<file path="src/hw/rtl/assert_macros.svh">
// ----------------------------------------------------------------------------
// Assertion macros
// Concurrent assertion helpers, included by the scatter-accumulate RTL.
// ----------------------------------------------------------------------------
`ifndef ASSERT_MACROS_SVH
`define ASSERT_MACROS_SVH
`ifndef SYNTHESIS
// Property that must hold at every clock edge outside reset.
`define FFSA_ASSERT(lbl, clk, rst_n, prop, msg) \
	lbl: assert property (@(posedge clk) disable iff (!rst_n) prop) else $error(msg);
// Condition that must never be true at a clock edge outside reset.
`define FFSA_NEVER(lbl, clk, rst_n, cond, msg) \
	lbl: assert property (@(posedge clk) disable iff (!rst_n) !(cond)) else $error(msg);
`else
`define FFSA_ASSERT(lbl, clk, rst_n, prop, msg)
`define FFSA_NEVER(lbl, clk, rst_n, cond, msg)
`endif
`endif

</file>
<file path="src/hw/rtl/ffsa_pkg.sv">
// ----------------------------------------------------------------------------
// Face flux scatter-accumulate package
// Widths, request codes, shared structs and the output saturation function.
// ----------------------------------------------------------------------------
package ffsa_pkg;

	localparam int TYPE_W        = 2;
	localparam int CELL_W        = 10;
	localparam int VAL_W         = 32;
	localparam int ACC_W         = 40;
	localparam int FRAC_W        = 16;
	localparam int DVD_W         = ACC_W + FRAC_W;
	localparam int DIV_STEPS     = DVD_W;
	localparam int NUM_CELLS_DEF = 1024;

	localparam logic [TYPE_W-1:0] REQ_INTERIOR = 2'd0;
	localparam logic [TYPE_W-1:0] REQ_BOUNDARY = 2'd1;
	localparam logic [TYPE_W-1:0] REQ_READ     = 2'd2;

	typedef struct packed {
		logic             start;
		logic [ACC_W-1:0] mag;
		logic [VAL_W-1:0] vol;
	} div_req_t;

	typedef struct packed {
		logic             done;
		logic             big;
		logic [VAL_W-1:0] quot;
	} div_res_t;

	typedef struct packed {
		logic [VAL_W-1:0] result;
		logic             sat;
	} sat_res_t;

	// Clamp a sign and magnitude to a signed 32-bit word. The big flag means
	// the magnitude has bits above the low 32.
	function automatic sat_res_t saturate(input logic neg, input logic big,
			input logic [VAL_W-1:0] mag);
		sat_res_t r;
		if (neg) begin
			if (big || mag > {1'b1, {(VAL_W-1){1'b0}}}) begin
				r.result = {1'b1, {(VAL_W-1){1'b0}}};
				r.sat    = 1'b1;
			end else begin
				r.result = VAL_W'(~mag + 1'b1);
				r.sat    = 1'b0;
			end
		end else begin
			if (big || mag[VAL_W-1]) begin
				r.result = {1'b0, {(VAL_W-1){1'b1}}};
				r.sat    = 1'b1;
			end else begin
				r.result = mag;
				r.sat    = 1'b0;
			end
		end
		return r;
	endfunction

endpackage

</file>
<file path="src/hw/rtl/ffsa_div.sv">
// ----------------------------------------------------------------------------
// Serial divider
// Restoring division of (magnitude << 16) by the volume, one quotient bit a cycle.
// ----------------------------------------------------------------------------
module ffsa_div import ffsa_pkg::*; (
	input  logic     clk,
	input  logic     arst_n,
	input  div_req_t req,
	output div_res_t res
);

	localparam int CNT_W = $clog2(DIV_STEPS);

	logic             busy_q;
	logic             done_q;
	logic [CNT_W-1:0] cnt_q;
	logic [DVD_W-1:0] dvd_q;
	logic [VAL_W-1:0] vol_q;
	logic [VAL_W-1:0] rem_q;
	logic [VAL_W-1:0] quo_q;
	logic             big_q;

	logic [VAL_W:0]   rem_sh;
	logic             ge;
	logic [VAL_W-1:0] rem_nx;

	// The partial remainder stays below the volume, so the shifted value
	// fits in 33 bits and the difference fits back in 32.
	assign rem_sh = {rem_q, dvd_q[DVD_W-1]};
	assign ge     = rem_sh >= {1'b0, vol_q};
	assign rem_nx = ge ? VAL_W'(rem_sh - {1'b0, vol_q}) : rem_sh[VAL_W-1:0];

	always_ff @(posedge clk or negedge arst_n) begin
		if (!arst_n) begin
			busy_q <= 1'b0;
			done_q <= 1'b0;
			cnt_q  <= '0;
		end else begin
			done_q <= 1'b0;
			if (req.start) begin
				busy_q <= 1'b1;
				cnt_q  <= '0;
			end else if (busy_q) begin
				cnt_q <= cnt_q + 1'b1;
				if (cnt_q == CNT_W'(DIV_STEPS - 1)) begin
					busy_q <= 1'b0;
					done_q <= 1'b1;
				end
			end
		end
	end

	always_ff @(posedge clk) begin
		if (req.start) begin
			dvd_q <= {req.mag, {FRAC_W{1'b0}}};
			vol_q <= req.vol;
			rem_q <= '0;
			quo_q <= '0;
			big_q <= 1'b0;
		end else if (busy_q) begin
			dvd_q <= {dvd_q[DVD_W-2:0], 1'b0};
			rem_q <= rem_nx;
			quo_q <= {quo_q[VAL_W-2:0], ge};
			big_q <= big_q | quo_q[VAL_W-1];
		end
	end

	assign res.done = done_q;
	assign res.big  = big_q;
	assign res.quot = quo_q;

endmodule
</file>
<file path="config.mk">
export PLATFORM = sky130hd
export DESIGN_NAME = ffsa_div
export DESIGN_NICKNAME = d
export VERILOG_FILES = /design/src/hw/rtl/assert_macros.svh /design/src/hw/rtl/ffsa_pkg.sv /design/src/hw/rtl/ffsa_div.sv
export SDC_FILE = /design/constraint.sdc
export NUM_CORES = 1
export LEC_CHECK = 0
export BUFFER_PORTS_ARGS = -buffer_cell sky130_fd_sc_hd__buf_2
export CAP_MARGIN = 20
export CORE_UTILIZATION = 52
export DETAILED_ROUTE_END_ITERATION = 7
export HOLD_SLACK_MARGIN = 0.12
export PLACE_DENSITY = 0.74
export SETUP_SLACK_MARGIN = 0.3
export SYNTH_ARGS = -nofsm -noshare
export SYNTH_HDL_FRONTEND = slang
export SYNTH_SLANG_ARGS = --single-unit
</file>
<file path="constraint.sdc">
create_clock -name clk -period 3.6 [get_ports clk]
set_clock_uncertainty 0.05 [all_clocks]
set_input_delay 0.36 -clock clk [delete_from_list [all_inputs] [get_ports clk]]
set_output_delay 0.36 -clock clk [all_outputs]
set_load 0.005 [all_outputs]
</file>
# ---- Word-level counts from Yosys, hierarchy flattened
# Index checks and enable logic that the tools add are counted.
dict set report word_totals {
  mem_count 0
  latchBits 0
  inputBits 75
  output_inout_bits 34
  rom_bits 0
  ram_bits 0
  reg_bits 145
}
dict set report op_classes {
  reduce_logical 1
  addsub 2
  n_div 0
  n_mul 0
  muxes 11
  order_cmp 1
  n_eq_ne 1
  n_bitwise 1
  shifts 0
}
# op count
set op_table {}
lappend op_table {{$mux W56} 2}
lappend op_table {{$ge A33 B32 Y1} 1}
lappend op_table {{$mux W32} 1}
lappend op_table {{$sub A32 B32 Y32} 1}
lappend op_table {{$mux W6} 2}
lappend op_table {{$add A6 B1 Y6 const B} 1}
lappend op_table {{$eq A6 B6 Y1 const B} 1}
lappend op_table {{$mux W1} 6}
lappend op_table {{$reduce_bool A2 Y1} 1}
lappend op_table {{$or A1 B1 Y1} 1}

# ---- Logic depth before layout (Yosys ltp)
dict set report logic_depth {
  word_depth 4
  depth_mapped 14
  mapped_depth_nobuf 12
}

# ---- Worst setup path before layout
# OpenSTA, ideal clock, no wires.
dict set report synth_timing {
  path_kind {register to register}
  from {register vol_q[11]}
  to {register rem_q[0]}
  synth_period_minus_slack_ps 2824
  arrival_time_ps 2689
  stages_incl_launch_ff 13
  path_slack_ps 776
  required_ps 3464
  path_cell_list {edfxtp_1 inv_1 ha_1 inv_2 o31ai_4 a21oi_1 or3_1 o21bai_2 a31oi_1 o41ai_2 buf_4 mux2_1 a211oi_1}
}
dict set report synth_via {
  elab_chain_len 2
}
# element line_no
set synth_rtl {}
lappend synth_rtl {{start, declared} ffsa_div.sv:18} ;# logic [VAL_W-1:0] vol_q;
lappend synth_rtl {{start signal, assigned} ffsa_div.sv:56} ;# vol_q <= req.vol;
lappend synth_rtl {{$ge A33 B32 Y1} ffsa_div.sv:30} ;# assign ge = rem_sh >= {1'b0, vol_q};
lappend synth_rtl {{$mux W32} ffsa_div.sv:31} ;# assign rem_nx = ge ? VAL_W'(rem_sh - {1'b0, vol_q}) : rem_sh[VAL_W-1:0];
lappend synth_rtl {{end signal, assigned} ffsa_div.sv:62} ;# rem_q <= rem_nx;
lappend synth_rtl {{end, declared} ffsa_div.sv:19} ;# logic [VAL_W-1:0] rem_q;
# Every way passes these cells.
# A chain may end at the register's enable or synchronous reset.

# ---- Final worst setup path
dict set report layout_timing {
  from {register vol_q[10]}
  to {register rem_q[0]}
}
# The elaborated chain is that of the path after synthesis.

==> run metrics <==
status finished clean; Final Worst Setup Slack 0.417 ns; gr ovfl total 0; number of global-route vias before repair 5,691; Leak 4.06 nW; Yosys reg bits 145; CTS tree built; final WL between 15 and 20 mm; Setup Slack @ Placement ~0.37 ns; asr flop ratio synth about 5.5%; drt first pass iters 5; Via Count approximately 5,600; fin cells 1,029; Antenna Violating Nets Remaining 0; minimum clock period ~3.2 ns; area grow syn2layout 22.1%; Worst Path Max Fanout 23; Fillers between 1,000 and 1,500; final setup violation count 0; placed instance count 963; Max Clk Rate 314 MHz; Synthesis Warnings 0; DR DRC count 0; Num CTS Buffers 17; Placeable Area approximately 14,000 sq um; setup_tns 0 ns; post-synth top area cell edfxtp_1; PD cells 433 nW/um^2; Longest Clk Path Bufs 2; Final Util ~65%; worst-skew pair later-pin latency between 0.4 and 0.5 ns; Cell variety after synth a little under 60; Peak VDD IR 0.423 mV; final hold viol count 0; first-pass GRT wire length ~26 mm; Max Slew Vio Count 0; initial antenna violation count 0; Die H ~120 microns; relative slew slack 47.2%; Req. time, crit path 3.90 ns; net count after synthesis between 800 and 900; Netlist Area Pre-Place about 7400 sq um; ant diodes 0; worst-margin pin slew approximately 0.79 ns; Main synth FF type edfxtp_1; cells after synthesis 701; worst hold path type input pin to flip-flop; RSZ-0062 raised after global routing yes; DR WL/cell 15.5 microns; die span in x ~120 microns; I/O pin cnt between 100 and 150; H-Tree Level Count 4; die area about 15,000 sq um; initial core utilization between 50% and 60%; initial drt markers ~330; WS Path Type flip-flop to flip-flop; Design Power between 3 and 4 mW; # clock sinks 145; port bufs approximately 110; Synth top area share 29.2%; Worst-path clk slew around 0.060 ns; pin count of the biggest net entering global routing 45; Via density ~5.5; root buf cell clkbuf_16; Final period util roughly nine tenths; fin nets roughly 950; # rows 43; number of synthesized flops with an enable pin about 70; layout cell share with drive strength beyond 1 between 20% and 30%; Seq/Total Area, Yosys between 40 and 50%; startpoint class of the critical path flip-flop; post-synthesis average cell area 10.6 sq um; HPWL Detailed between 10 and 15 mm; synth top area cells edfxtp_1 29%, dfxtp_1 18%, mux2i_1 7.8%, mux2_2 5.9%, ha_1 5.6%; Crit. End Element flip-flop; Max Cap Viol 0; crit path DAT roughly 3.5 ns; GRT Util Overall between 20% and 30%; Placer Congestion approximately 0.92
## critical path, cell delays in order, from the launching register on
cell,delay [ns]
edfxtp_1,0.33
inv_1,0.04
ha_1,0.39
and3_1,0.30
a21oi_1,0.09
or3_1,0.36
o21bai_2,0.18
a31oi_2,0.17
o41ai_4,0.34
buf_12,0.27
mux2_1,0.35
a211oi_1,0.22
## what timing repair did
item,in CTS,in global routing
setup buffers,0,1
resized for setup,0,2
hold buffers,33,0
setup endpoints to repair,0,8
endpoints found under the hold margin,40,0
## layer usage
layer	wire [microns]	share of wire (%)	track usage (%)	vias to the layer above
met1	7170	45	27.8	2649
li1	-	-	-	2775
met4	351	2.2	9.26	0
met3	862	5.4	6.67	34
met2	7530	47	38.2	154
met5	0	0	0	-
## power breakdown
| group | switching, mW | internal, mW |
|---|---|---|
| Clock | 0.756 | 0.968 |
| Sequential | 0.0266 | 1.82 |
| Combinational | 0.172 | 0.166 |
## synthesized netlist by cell type, types with 2 or more instances
library cell / instances
clkbuf_1: 21
o21bai_1: 4
a211oi_1: 13
o2111ai_1: 3
a21oi_1: 43
a31oi_1: 5
mux2_2: 39
nand2_1: 53
xor2_1: 11
ha_1: 33
a2bb2oi_1: 3
a41oi_1: 2
and2_1: 4
inv_1: 50
nand4b_1: 3
mux2i_1: 58
o21ai_0: 10
edfxtp_1: 72
o21ai_1: 20
nor2b_1: 6
nand3_1: 11
o211ai_1: 2
buf_4: 5
nand4_1: 6
and3_1: 2
xnor2_1: 21
a21o_1: 6
nor2_1: 65
o22ai_1: 2
dfrtp_1: 8
nor3_1: 7
a21boi_0: 2
nor3b_1: 3
buf_1: 6
o31a_1: 2
o21a_1: 2
nand2b_1: 6
or3_1: 3
o221ai_1: 5
dfxtp_1: 65
## cell type report
class                           count  area (sq um)  area share (%)
Timing Repair Buffer              150           966            10.7
Clock inverter                     13           116            1.29
Inverter                           51           191            2.12
Clock buffer                       19           464            5.13
Tap cell                          180           225            2.49
Multi-Input combinational cell    471          3410            37.8
Sequential cell                   145          3660            40.5
## cells in the final DEF (no fill, tap or decap), types with 5 or more instances in the layout
cell type,count
buf_2,107
edfxtp_1,72
nor2_1,65
dfxtp_1,65
mux2i_1,58
nand2_1,53
inv_1,50
a21oi_1,43
mux2_2,39
dlygate4sd3_1,33
ha_1,32
xnor2_1,21
o21ai_1,20
clkbuf_16,18
a211oi_1,13
nand3_1,11
xor2_1,11
o21ai_0,10
buf_4,8
nor3_1,7
dfrtp_1,7
nor2b_1,6
nand4_1,6
nand2b_1,6
a21o_1,6
o221ai_1,5
## sequential cells by signal, indices dropped and copies added, names as in the netlist
register  flops
dvd_q        40
quo_q        32
cnt_q         6
done_q        1
big_q         1
busy_q        1
rem_q        32
vol_q        32
## metrics by stage
| stage | hold slack, ns | area (sq um) |
|---|---|---|
| after floorplan | 0.0144 | 7410 |
| after global placement | 0.154 | 8120 |
| after detailed placement | 0.161 | 8120 |
| after CTS | 0.155 | 9030 |
| after global routing | 0.155 | 9040 |
| final | 0.165 | 9040 |
## final timing paths
path	startpoint	endpoint	slack, ns	cells after the start
max	vol_q[10]$_DFFE_PP_	rem_q[0]$_SDFFE_PP0P_	0.42	11
min	req[32]	dvd_q[16]$_SDFFCE_PN0P_	0.17	2
max reg2reg	vol_q[10]$_DFFE_PP_	rem_q[0]$_SDFFE_PP0P_	0.42	11
min reg2reg	rem_q[7]$_SDFFE_PP0P_	rem_q[7]$_SDFFE_PP0P_	0.42	2
max in group asynchronous	arst_n	busy_q$_DFF_PN0_	3.05	2
min in group asynchronous	arst_n	cnt_q[0]$_DFFE_PN0P_	0.27	2
## kinds of logic (layout without fill, tap and decap cells)
| logic type | count (synthesis) | after routing | synth area share, % |
|---|---|---|---|
| adders and majority gates | 34 | 34 | 5.84 |
| buffers and inverters | 85 | 233 | 4.73 |
| muxes | 98 | 98 | 13.9 |
| AOI/OAI and AO/OA | 135 | 135 | 11.8 |
| xor gates and xnor gates | 32 | 32 | 3.78 |
| and+or+nand+nor | 172 | 172 | 10.4 |
| DFF | 145 | 145 | 49.5 |
No activity file was read; power rests on OpenSTA's default activity.
